### src/sv/biquad_tdf2_filter_core_assert.svh
// Assertion macros for the biquad filter core
`ifndef BIQUAD_TDF2_FILTER_CORE_ASSERT_SVH
`define BIQUAD_TDF2_FILTER_CORE_ASSERT_SVH

// Same-cycle implication, sampled on clk_i, off during reset
`define BQ_ASSERT_NOW(lbl, ante, cons, msg) \
  lbl: assert property (@(posedge clk_i) disable iff (!rst_ni) (ante) |-> (cons)) \
    else $error(msg);

// Next-cycle implication, sampled on clk_i, off during reset
`define BQ_ASSERT_NEXT(lbl, ante, cons, msg) \
  lbl: assert property (@(posedge clk_i) disable iff (!rst_ni) (ante) |=> (cons)) \
    else $error(msg);

`endif

### src/sv/bq_tdf2_pkg.sv
// Shared types, constants and command encodings of the biquad filter core
`timescale 1ns / 1ps
package bq_tdf2_pkg;

  localparam int ChannelsDef = 2;
  localparam int SampleW     = 24;
  localparam int CoefW       = 24;
  localparam int ProdW       = 48;
  localparam int StateW      = 48;
  localparam int AccW        = 50;
  localparam int PaddrW      = 5;
  localparam int PdataW      = 32;
  localparam int RegIdxW     = 3;

  localparam logic [RegIdxW-1:0] RegB0 = 3'd0;
  localparam logic [RegIdxW-1:0] RegB1 = 3'd1;
  localparam logic [RegIdxW-1:0] RegB2 = 3'd2;
  localparam logic [RegIdxW-1:0] RegA1 = 3'd3;
  localparam logic [RegIdxW-1:0] RegA2 = 3'd4;

  localparam logic signed [CoefW-1:0] CoefB0Reset = 24'sd4194304;

  typedef struct packed {
    logic signed [SampleW-1:0] sample_in;
    logic                      chan;
  } in_word_t;

  typedef struct packed {
    logic signed [SampleW-1:0] sample_out;
    logic                      chan_out;
  } out_word_t;

  typedef struct packed {
    logic signed [CoefW-1:0] b0;
    logic signed [CoefW-1:0] b1;
    logic signed [CoefW-1:0] b2;
    logic signed [CoefW-1:0] a1;
    logic signed [CoefW-1:0] a2;
  } coef_t;

  typedef enum logic [2:0] {
    COEF_B0,
    COEF_B1,
    COEF_B2,
    COEF_A1,
    COEF_A2
  } coef_sel_e;

  typedef enum logic [1:0] {
    ACC_HOLD,
    ACC_LOAD,
    ACC_LOAD_D2,
    ACC_SUB
  } acc_op_e;

  typedef enum logic [2:0] {
    ST_IDLE,
    ST_MUL_B0,
    ST_OUT_Y,
    ST_ADD_D2,
    ST_SUB_A1,
    ST_WR_D1,
    ST_WR_D2
  } ctrl_state_e;

  typedef struct packed {
    logic      in_load;
    logic      mul_en;
    coef_sel_e coef_sel;
    logic      use_y;
    acc_op_e   acc_op;
    logic      y_load;
    logic      d1_we;
    logic      d2_we;
    logic      out_load;
  } dp_cmd_t;

endpackage

### src/sv/biquad_tdf2_filter_core.sv
// Top level of the transposed direct form II biquad filter core
`timescale 1ns / 1ps
// Input channel: in_valid_i / in_stall_o carry one word per sample, a Q1.23
//   sample and its channel number. A word is taken when valid is high and
//   stall is low; stall is high while a sample is being processed.
// Output channel: out_valid_o / out_stall_i carry the rounded, saturated
//   Q1.23 result and the same channel number, one word per input word.
// Configuration: APB-style port, coefficients b0, b1, b2, a1, a2 at byte
//   addresses 0, 4, 8, 12, 16 (signed Q2.22); write only while idle.
// Sequencing: the five products run one after another through a single
//   24x24 multiplier; the sequencer accepts a word, then steps through
//   multiply, round and state update, and takes no new word until it is
//   back in idle.
// The output register frees the input side: a new word is taken while a
//   finished result waits. When the receiver stalls past the next sample's
//   update, the sequencer holds on its final step until the register frees.
// Reset: coefficients return to b0 = 1.0 and the rest 0, all delay states
//   of every channel clear to zero, and both channels go idle.
module biquad_tdf2_filter_core
  import bq_tdf2_pkg::*;
#(
  parameter int CHANNELS = ChannelsDef
) (
  input  logic              clk_i,
  input  logic              rst_ni,
  input  logic              in_valid_i,
  output logic              in_stall_o,
  input  in_word_t          in_word_i,
  output logic              out_valid_o,
  input  logic              out_stall_i,
  output out_word_t         out_word_o,
  input  logic              psel,
  input  logic              penable,
  input  logic              pwrite,
  input  logic [PaddrW-1:0] paddr,
  input  logic [PdataW-1:0] pwdata,
  output logic [PdataW-1:0] prdata,
  output logic              pready
);

  coef_t   coef;
  dp_cmd_t cmd;

  bq_tdf2_regs u_regs (
    .clk_i   (clk_i),
    .rst_ni  (rst_ni),
    .psel    (psel),
    .penable (penable),
    .pwrite  (pwrite),
    .paddr   (paddr),
    .pwdata  (pwdata),
    .prdata  (prdata),
    .pready  (pready),
    .coef_o  (coef)
  );

  bq_tdf2_ctrl u_ctrl (
    .clk_i       (clk_i),
    .rst_ni      (rst_ni),
    .in_valid_i  (in_valid_i),
    .in_stall_o  (in_stall_o),
    .out_valid_o (out_valid_o),
    .out_stall_i (out_stall_i),
    .cmd_o       (cmd)
  );

  bq_tdf2_dp #(
    .CHANNELS (CHANNELS)
  ) u_dp (
    .clk_i      (clk_i),
    .rst_ni     (rst_ni),
    .in_word_i  (in_word_i),
    .coef_i     (coef),
    .cmd_i      (cmd),
    .out_word_o (out_word_o)
  );

`include "biquad_tdf2_filter_core_assert.svh"

  `BQ_ASSERT_NEXT(a_busy_after_accept, in_valid_i && !in_stall_o, in_stall_o,
                  "input taken while a sample is still in flight")
  `BQ_ASSERT_NEXT(a_d1_before_d2, cmd.d1_we, in_stall_o && !cmd.d1_we,
                  "sequencer released input between state writes")
  `BQ_ASSERT_NOW(a_out_with_state, cmd.out_load, cmd.d2_we && in_stall_o,
                 "result loaded without finishing the state update")

endmodule

### src/sv/bq_tdf2_regs.sv
// Coefficient register file behind the APB-style configuration port
`timescale 1ns / 1ps
module bq_tdf2_regs
  import bq_tdf2_pkg::*;
(
  input  logic              clk_i,
  input  logic              rst_ni,
  input  logic              psel,
  input  logic              penable,
  input  logic              pwrite,
  input  logic [PaddrW-1:0] paddr,
  input  logic [PdataW-1:0] pwdata,
  output logic [PdataW-1:0] prdata,
  output logic              pready,
  output coef_t             coef_o
);

  coef_t                    coef_q;
  logic                     wr_en;
  logic [RegIdxW-1:0]       reg_idx;
  logic signed [CoefW-1:0]  wr_val;
  logic signed [CoefW-1:0]  rd_val;

  assign pready  = 1'b1;
  assign wr_en   = psel && penable && pwrite;
  assign reg_idx = paddr[PaddrW-1:2];
  assign wr_val  = pwdata[CoefW-1:0];

  always_ff @(posedge clk_i or negedge rst_ni) begin
    if (!rst_ni) begin
      coef_q.b0 <= CoefB0Reset;
      coef_q.b1 <= '0;
      coef_q.b2 <= '0;
      coef_q.a1 <= '0;
      coef_q.a2 <= '0;
    end else if (wr_en) begin
      case (reg_idx)
        RegB0: coef_q.b0 <= wr_val;
        RegB1: coef_q.b1 <= wr_val;
        RegB2: coef_q.b2 <= wr_val;
        RegA1: coef_q.a1 <= wr_val;
        RegA2: coef_q.a2 <= wr_val;
        default: ;
      endcase
    end
  end

  always_comb begin
    case (reg_idx)
      RegB0:   rd_val = coef_q.b0;
      RegB1:   rd_val = coef_q.b1;
      RegB2:   rd_val = coef_q.b2;
      RegA1:   rd_val = coef_q.a1;
      RegA2:   rd_val = coef_q.a2;
      default: rd_val = '0;
    endcase
  end

  assign prdata = {{(PdataW-CoefW){rd_val[CoefW-1]}}, rd_val};
  assign coef_o = coef_q;

endmodule

### src/sv/bq_tdf2_ctrl.sv
// Sequencer that steps one sample through the shared multiplier
`timescale 1ns / 1ps
module bq_tdf2_ctrl
  import bq_tdf2_pkg::*;
(
  input  logic    clk_i,
  input  logic    rst_ni,
  input  logic    in_valid_i,
  output logic    in_stall_o,
  output logic    out_valid_o,
  input  logic    out_stall_i,
  output dp_cmd_t cmd_o
);

  ctrl_state_e state_q, state_d;
  logic        out_valid_q, out_valid_d;
  logic        out_free;

  assign out_free = !out_valid_q || !out_stall_i;

  always_ff @(posedge clk_i or negedge rst_ni) begin
    if (!rst_ni) begin
      state_q     <= ST_IDLE;
      out_valid_q <= 1'b0;
    end else begin
      state_q     <= state_d;
      out_valid_q <= out_valid_d;
    end
  end

  always_comb begin
    state_d        = state_q;
    cmd_o          = '0;
    cmd_o.coef_sel = COEF_B0;
    cmd_o.acc_op   = ACC_HOLD;
    case (state_q)
      ST_IDLE: begin
        if (in_valid_i) begin
          cmd_o.in_load = 1'b1;
          state_d       = ST_MUL_B0;
        end
      end
      ST_MUL_B0: begin
        cmd_o.mul_en   = 1'b1;
        cmd_o.coef_sel = COEF_B0;
        state_d        = ST_OUT_Y;
      end
      ST_OUT_Y: begin
        cmd_o.y_load   = 1'b1;
        cmd_o.mul_en   = 1'b1;
        cmd_o.coef_sel = COEF_B1;
        state_d        = ST_ADD_D2;
      end
      ST_ADD_D2: begin
        cmd_o.acc_op   = ACC_LOAD_D2;
        cmd_o.mul_en   = 1'b1;
        cmd_o.coef_sel = COEF_A1;
        cmd_o.use_y    = 1'b1;
        state_d        = ST_SUB_A1;
      end
      ST_SUB_A1: begin
        cmd_o.acc_op   = ACC_SUB;
        cmd_o.mul_en   = 1'b1;
        cmd_o.coef_sel = COEF_B2;
        state_d        = ST_WR_D1;
      end
      ST_WR_D1: begin
        cmd_o.d1_we    = 1'b1;
        cmd_o.acc_op   = ACC_LOAD;
        cmd_o.mul_en   = 1'b1;
        cmd_o.coef_sel = COEF_A2;
        cmd_o.use_y    = 1'b1;
        state_d        = ST_WR_D2;
      end
      ST_WR_D2: begin
        // hold until the output register can take the word
        if (out_free) begin
          cmd_o.d2_we    = 1'b1;
          cmd_o.out_load = 1'b1;
          state_d        = ST_IDLE;
        end
      end
      default: state_d = ST_IDLE;
    endcase
  end

  always_comb begin
    out_valid_d = out_valid_q;
    if (cmd_o.out_load) begin
      out_valid_d = 1'b1;
    end else if (!out_stall_i) begin
      out_valid_d = 1'b0;
    end
  end

  assign in_stall_o  = (state_q != ST_IDLE);
  assign out_valid_o = out_valid_q;

endmodule

### src/sv/bq_tdf2_dp.sv
// Datapath: shared multiplier, accumulator, rounding and channel delay states
`timescale 1ns / 1ps
module bq_tdf2_dp
  import bq_tdf2_pkg::*;
#(
  parameter int CHANNELS = ChannelsDef
) (
  input  logic      clk_i,
  input  logic      rst_ni,
  input  in_word_t  in_word_i,
  input  coef_t     coef_i,
  input  dp_cmd_t   cmd_i,
  output out_word_t out_word_o
);

  localparam int IdxW = (CHANNELS > 1) ? $clog2(CHANNELS) : 1;
  localparam logic signed [AccW-1:0] RoundHalf = AccW'(64'sd2097152);
  localparam logic signed [AccW-1:0] OutMax    = AccW'(64'sd8388607);
  localparam logic signed [AccW-1:0] OutMin    = AccW'(-64'sd8388608);

  function automatic logic signed [StateW-1:0] sat_state(input logic signed [AccW-1:0] v);
    logic signed [StateW-1:0] r;
    if ((v[AccW-1:StateW-1] == '0) || (v[AccW-1:StateW-1] == '1)) begin
      r = v[StateW-1:0];
    end else if (v[AccW-1]) begin
      r = {1'b1, {(StateW-1){1'b0}}};
    end else begin
      r = {1'b0, {(StateW-1){1'b1}}};
    end
    return r;
  endfunction

  logic signed [SampleW-1:0] x_q;
  logic                      chan_q;
  logic [IdxW-1:0]           idx_q;
  logic signed [ProdW-1:0]   prod_q;
  logic signed [AccW-1:0]    acc_q, acc_d;
  logic signed [SampleW-1:0] y_q, y_d;
  logic signed [StateW-1:0]  d1_q [CHANNELS];
  logic signed [StateW-1:0]  d2_q [CHANNELS];
  out_word_t                 out_word_q;

  logic signed [CoefW-1:0]   mul_coef;
  logic signed [SampleW-1:0] mul_data;
  logic signed [ProdW-1:0]   prod_d;
  logic signed [AccW-1:0]    prod_x;
  logic signed [AccW-1:0]    acc_diff;
  logic signed [AccW-1:0]    sum_y;
  logic signed [AccW-1:0]    shift_y;

  always_comb begin
    case (cmd_i.coef_sel)
      COEF_B0: mul_coef = coef_i.b0;
      COEF_B1: mul_coef = coef_i.b1;
      COEF_B2: mul_coef = coef_i.b2;
      COEF_A1: mul_coef = coef_i.a1;
      COEF_A2: mul_coef = coef_i.a2;
      default: mul_coef = coef_i.b0;
    endcase
  end

  assign mul_data = cmd_i.use_y ? y_q : x_q;
  assign prod_d   = mul_coef * mul_data;
  assign prod_x   = AccW'(prod_q);
  assign acc_diff = acc_q - prod_x;

  // round half up from 45 to 23 fractional bits, then clamp to Q1.23
  assign sum_y   = prod_x + AccW'(d1_q[idx_q]) + RoundHalf;
  assign shift_y = sum_y >>> 22;

  always_comb begin
    if (shift_y > OutMax) begin
      y_d = OutMax[SampleW-1:0];
    end else if (shift_y < OutMin) begin
      y_d = OutMin[SampleW-1:0];
    end else begin
      y_d = shift_y[SampleW-1:0];
    end
  end

  always_comb begin
    case (cmd_i.acc_op)
      ACC_HOLD:    acc_d = acc_q;
      ACC_LOAD:    acc_d = prod_x;
      ACC_LOAD_D2: acc_d = prod_x + AccW'(d2_q[idx_q]);
      ACC_SUB:     acc_d = acc_diff;
      default:     acc_d = acc_q;
    endcase
  end

  always_ff @(posedge clk_i) begin
    if (cmd_i.in_load) begin
      x_q    <= in_word_i.sample_in;
      chan_q <= in_word_i.chan;
      idx_q  <= (CHANNELS > 1) ? IdxW'(in_word_i.chan) : '0;
    end
    if (cmd_i.mul_en) begin
      prod_q <= prod_d;
    end
    if (cmd_i.y_load) begin
      y_q <= y_d;
    end
    acc_q <= acc_d;
    if (cmd_i.out_load) begin
      out_word_q.sample_out <= y_q;
      out_word_q.chan_out   <= chan_q;
    end
  end

  always_ff @(posedge clk_i or negedge rst_ni) begin
    if (!rst_ni) begin
      for (int i = 0; i < CHANNELS; i++) begin
        d1_q[i] <= '0;
        d2_q[i] <= '0;
      end
    end else begin
      if (cmd_i.d1_we) begin
        d1_q[idx_q] <= sat_state(acc_q);
      end
      if (cmd_i.d2_we) begin
        d2_q[idx_q] <= sat_state(acc_diff);
      end
    end
  end

  assign out_word_o = out_word_q;

endmodule
### config.mk
export PLATFORM = sky130hd
export DESIGN_NAME = biquad_tdf2_filter_core
export DESIGN_NICKNAME = d
export VERILOG_FILES = /design/src/sv/bq_tdf2_pkg.sv /design/src/sv/biquad_tdf2_filter_core.sv /design/src/sv/bq_tdf2_regs.sv /design/src/sv/bq_tdf2_ctrl.sv /design/src/sv/bq_tdf2_dp.sv
export VERILOG_INCLUDE_DIRS = /design/src /design/src/sv
export SDC_FILE = /design/constraint.sdc
export NUM_CORES = 2
export LEC_CHECK = 0
export BUFFER_PORTS_ARGS = -buffer_cell sky130_fd_sc_hd__buf_2
export CORE_AREA = 4 4 366 368
export CTS_CLUSTER_DIAMETER = 60
export DETAILED_ROUTE_END_ITERATION = 12
export DIE_AREA = 0 0 370 372
export PLACE_DENSITY = 0.63
export SLEW_MARGIN = 15
export SYNTH_ARGS = -nofsm -noshare
export SYNTH_HDL_FRONTEND = slang
export SYNTH_HIERARCHICAL = 1
export SYNTH_SLANG_ARGS = --single-unit
### constraint.sdc
create_clock -name clk_i -period 27.8 [get_ports clk_i]
set_input_delay 4.17 -clock clk_i [delete_from_list [all_inputs] [get_ports clk_i]]
set_output_delay 4.17 -clock clk_i [all_outputs]
set_load 0.02 [all_outputs]
### After elaboration in Yosys (flattened, before gate mapping)

Index checks and enable logic that the tools add are counted.

* muxes and demuxes: 35
* order comparisons: 4
* bitwise logic cells: 1
* eq/ne operators: 22
* multipliers: 1
* add/subtract/negate cells: 4
* reduce and logical (&&, ||, !) cells: 21

Operators with widths (count)
* $mux W48: 13
* $bwmux W96: 2
* $pmux W50 S3: 1
* $pmux W24 S5: 1
* $add A48 B48 Y49: 2
* $pmux W24 S4: 1
* $add A49 B23 Y50 const B: 1
* $sub A50 B48 Y50: 1
* $demux W48 S1: 1
* $mul A24 B24 Y48: 1
* $mux W24: 2
* $gt A28 B24 Y1 const B: 1
* $lt A28 B24 Y1 const B: 1
* $eq A3 B3 Y1 const B: 7
* $pmux W3 S7: 1
* $pmux W4 S5: 1
* $eq A3 B2 Y1 const B: 6
* $logic_not A3 Y1: 4
* $reduce_and A2 Y1: 6
* $eq A3 B1 Y1 const B: 3
* $mux W1: 7
* $mux W3: 2
* $pmux W2 S3: 1
* $eq A2 B2 Y1 const B: 2
* other kinds (13): 20

* register bits after elaboration: 488
* word-level logic and storage cells: 106
* output and inout port bits: 60
* input port bits: 69

### Longest topological paths before layout

* depth after elaboration: 8
* mapped depth: 38
* gate-level depth less buffers: 35

### Cells and area by module

Netlist, hierarchy kept.

Modules (own cells, without submodules)
* bq_tdf2_dp: cells an instance 5026, sequential area each 9969.6 um^2, area each 46186.8 um^2, instances 1
* bq_tdf2_regs: cells an instance 389, sequential area each 3004.1 um^2, area each 5600.4 um^2, instances 1
* bq_tdf2_ctrl: cells an instance 35, sequential area each 100.1 um^2, area each 297.8 um^2, instances 1

### Worst setup path after synthesis

OpenSTA, ideal clock, no wires.

* kind: input -> output
* start: input port paddr[2]
* end: output port prdata[24]
* stages on the path: 6
* buffers on the path: 3
* setup slack: 17.760 ns
* arrival: 5.870 ns
* data required time: 23.630 ns
* path through: buf_4 and2b_1 clkbuf_1 a22oi_1 o21ai_0 buf_4

* cells in the longest elaborated chain, start to end: 2
* elaborated cells on any way between the ends: 6
* those cells by class: eq/ne: 4; mux: 1; reduce/logical: 1

Ends and longest elaborated chain
* start, declared: line biquad_tdf2_filter_core.sv:35 `input logic [PaddrW-1:0] paddr,`
* $eq A3 B3 Y1, or another cell as far along: line bq_tdf2_regs.sv:49 `case (reg_idx)`
* $pmux W24 S5 (*): line bq_tdf2_regs.sv:49
* end, declared: line biquad_tdf2_filter_core.sv:37 `output logic [PdataW-1:0] prdata,`

Mark *: on every way between the ends. The rest lies on a longest branch, timed or not.

==> run summary <==
## Status
* complete, no violations — run status

## Worst setup path
* reg -> reg — Worst Setup Path Type
* register — CP startpoint kind
* register — nature of the critical path endpoint
* 11.81 ns — arrival time of the worst setup path
* 32 — depth of the worst register-to-register path
* u_ctrl/state_q[2] — startpoint of the worst register-to-register path
* 16.36 ns — R2R setup slack
* sky130_fd_sc_hd__fa_1 — Worst path most repeated cell
* 39 — maximum fanout encountered on the critical timing path
* sky130_fd_sc_hd__o2111a_1 — Max stage delay cell, worst path
* 0.80 ns — biggest cell delay along the critical path
* 28.17 ns — required time of the worst setup path
* u_dp/prod_q[44] — critical register-to-register path endpoint

## Timing
* 0 — Max Slew Vio Count
* 87.42 MHz — upper clock frequency limit
* 22.77% — Slew Limit Headroom
* 0 — Final Hold Fails
* 11.44 ns — final worst path period need
* 0 ns — post-route setup TNS
* false — RSZ-0062 raised after global routing
* 16.36 ns — crit path setup slack, layout
* 41.15% — final worst path period share
* 0.04831 ns — clk_skew
* 1.156 ns — Slew @ Worst Pin
* 0 — setup-violating endpoint count in the final report

## Detailed routing
* 5 — detailed-routing iteration count for the pre-antenna-repair pass
* 39611 — vias after detailed routing
* 3134 — 1st-iter DRT viols
* 150.6 mm — total wire length
* 20.88 µm — average detailed-routed wire length per instance
* 0 — remaining antenna violation count
* 5.492 — average vias per placed instance
* 0 — Residual DRC

## Hold path
* reg -> reg — worst hold path class
* 2 — Worst Hold Depth
* u_dp/d2_q[1] — Endpoint, Worst Hold
* u_dp/d2_q[1] — min-delay src

## Die
* 129 — number of ports placed on the die boundary
* 370 µm — Die X
* 130800 µm² — standard cell core area
* 372 µm — vertical die dimension
* 39.82% — initial cell density of the core
* 133 — number of placement rows
* 137600 µm² — die area

## Global route
* 9 — number of antenna violations at the first check in global routing
* 0 — GR Overflow Total
* met2 — layer with the highest usage after global routing
* 149 — pin count of the biggest net entering global routing
* 29.59% — GR met1 Demand/Resource
* 21.94% — total global routing track utilization
* 4.103% — met3 global-route usage
* 35.30% — GR met2 Demand/Resource
* 236.7 mm — first-pass GRT wire length
* 41022 — via count of the first global-routing pass

## Final layout
* 7212 — final std cells w/o fill
* 13.07% — share of cells above drive strength 1
* 6407 — Post-layout nets
* 43.14% — utilization after layout
* 8.345% — area overhead of the layout relative to synthesis

## CTS
* done — TritonCTS clock tree
* 0 — count of hold-fix buffers inserted at cts
* 0.06 ns — clk slew on worst S/H paths
* 66 — TritonCTS Buffers
* 0.64 ns — clock latency on the worst-skew pair
* 0 — number of cells upsized or downsized after cts
* 488 — TritonCTS sink count
* sky130_fd_sc_hd__clkbuf_16 — Clk Tree Root Cell
* 0 — total setup buffers inserted after CTS
* 3 — H-tree depth
* 3 — maximum count of clock buffers along a single path

## Yosys
* sky130_fd_sc_hd__fa_1 — dominant cell type by area after synthesis
* 5450 — Mapped Cells
* sky130_fd_sc_hd__inv_1 (693), sky130_fd_sc_hd__nand2_1 (668), sky130_fd_sc_hd__fa_1 (609) — leading cell types by count after synthesis
* 172 — number of flops mapped to enable cells by yosys
* 23.41% — post-synth top area share
* sky130_fd_sc_hd__dfrtp_1 — commonest register cell after synthesis
* 52080 µm² — area of the mapped netlist
* 64.75% — Post-synth ARST share
* 25.10% — sequential share of the synthesized area
* 6 — Synth warnings
* sky130_fd_sc_hd__fa_1 (23%), sky130_fd_sc_hd__dfrtp_1 (15%), sky130_fd_sc_hd__edfxtp_1 (9.9%) — cell types with the largest area share after synthesis
* 109 — distinct cell type count after synthesis
* 6453 — synthesized net count
* sky130_fd_sc_hd__inv_1 — most common cell in the netlist
* 488 — number of storage elements in the synthesis netlist
* 9.557 µm² — Avg Inst Size Synth

## Placed design
* 113.4 mm — placed wire-length estimate
* 7091 — instance count after placement with tap cells included
* 16.52 ns — Post-Place Worst Slack
* 0.9435 — RD Place Congestion
* 117 — count of input and output buffers

## Run
* 0 — max-capacitance violation count

-- state kept, by name (all words and copies together), names as in the netlist --
name / flops
u_dp/out_word_o: 25
u_dp/prod_q: 48
u_dp/acc_q: 50
u_dp/x_q: 24
u_ctrl/state_q: 3
u_dp/idx_q: 1
u_dp/d2_q: 96
u_ctrl/out_valid_o: 1
u_dp/d1_q: 96
u_dp/y_q: 24
u_regs/coef_o: 120
-- critical path, delay by kind of cell, from the launching register on --
kind / cells / cell delay [ns]
simple gates: 8 / 1.99
fa+ha+maj: 8 / 4.03
buf+inv: 7 / 1.49
xor+xnor: 1 / 0.13
compound gates: 8 / 2.82
flops: 1 / 0.64
-- routing by layer --
layer	vias up	share of wire, %
met4	6	3.8
met2	1356	46
met1	19784	43
li1	18179	-
met3	286	7.4
met5	-	0.026
-- placed cells by master (no fill, tap or decap), drive strengths merged, types with 190 or more instances in the layout --
master,netlist,layout
inv,697,705
nand2,668,668
fa,609,609
nor2,453,453
ha,325,325
o21ai,323,323
dfrtp,315,315
mux2,258,258
a21oi,247,247
buf,85,190
-- metrics by stage --
stage / instance area [µm²] / hold WS, ns
2_1_floorplan: 52090 / 0.4204
3_3_place_gp: 54220 / 0.4554
3_5_place_dp: 54240 / 0.4669
4_1_cts: 56430 / 0.4796
5_1_grt: 56430 / 0.4938
6_report: 56430 / 0.4744
-- how the worst max path moves through the flow --
stage	startpoint	end	slack, ns	depth (start not counted)
finish	u_ctrl/state_q[2]	u_dp/prod_q[44]	16.36	32
global route	u_ctrl/state_q[2]	u_dp/prod_q[44]	15.77	34
CTS	u_ctrl/state_q[2]	u_dp/prod_q[44]	16.48	34
detailed placement	u_ctrl/state_q[2]	u_dp/prod_q[44]	16.52	34
global placement	u_ctrl/state_q[2]	u_dp/prod_q[46]	16.59	33
floorplan	paddr[2]	prdata[24]	17.76	6
-- final cells by class --
| class | instances | area [µm²] |
|---|---|---|
| fillers | 12702 | 74370 |
| clock inverters | 28 | 300.3 |
| clock buffers | 91 | 1891 |
| flip-flops and latches | 488 | 13070 |
| repair buffers | 190 | 1156 |
| inverters | 698 | 2620 |
| multi-input cells | 3960 | 35190 |
| diodes | 2 | 5.005 |
| well taps | 1755 | 2196 |
-- cell families after synthesis --
logic type / Yosys count / share of synthesized area, %
simple gates: 1425 / 11.85
compound gates: 1138 / 14.72
buf+inv: 1002 / 7.774
fa+ha+maj: 934 / 31.21
flops: 488 / 25.10
mux: 304 / 6.678
xor+xnor: 158 / 2.657
other cells: 1 / 0.007200
Power is left out: the tool's default activity adds up to more than one toggle a clock period on the data nets, which glitch-free logic cannot reach.
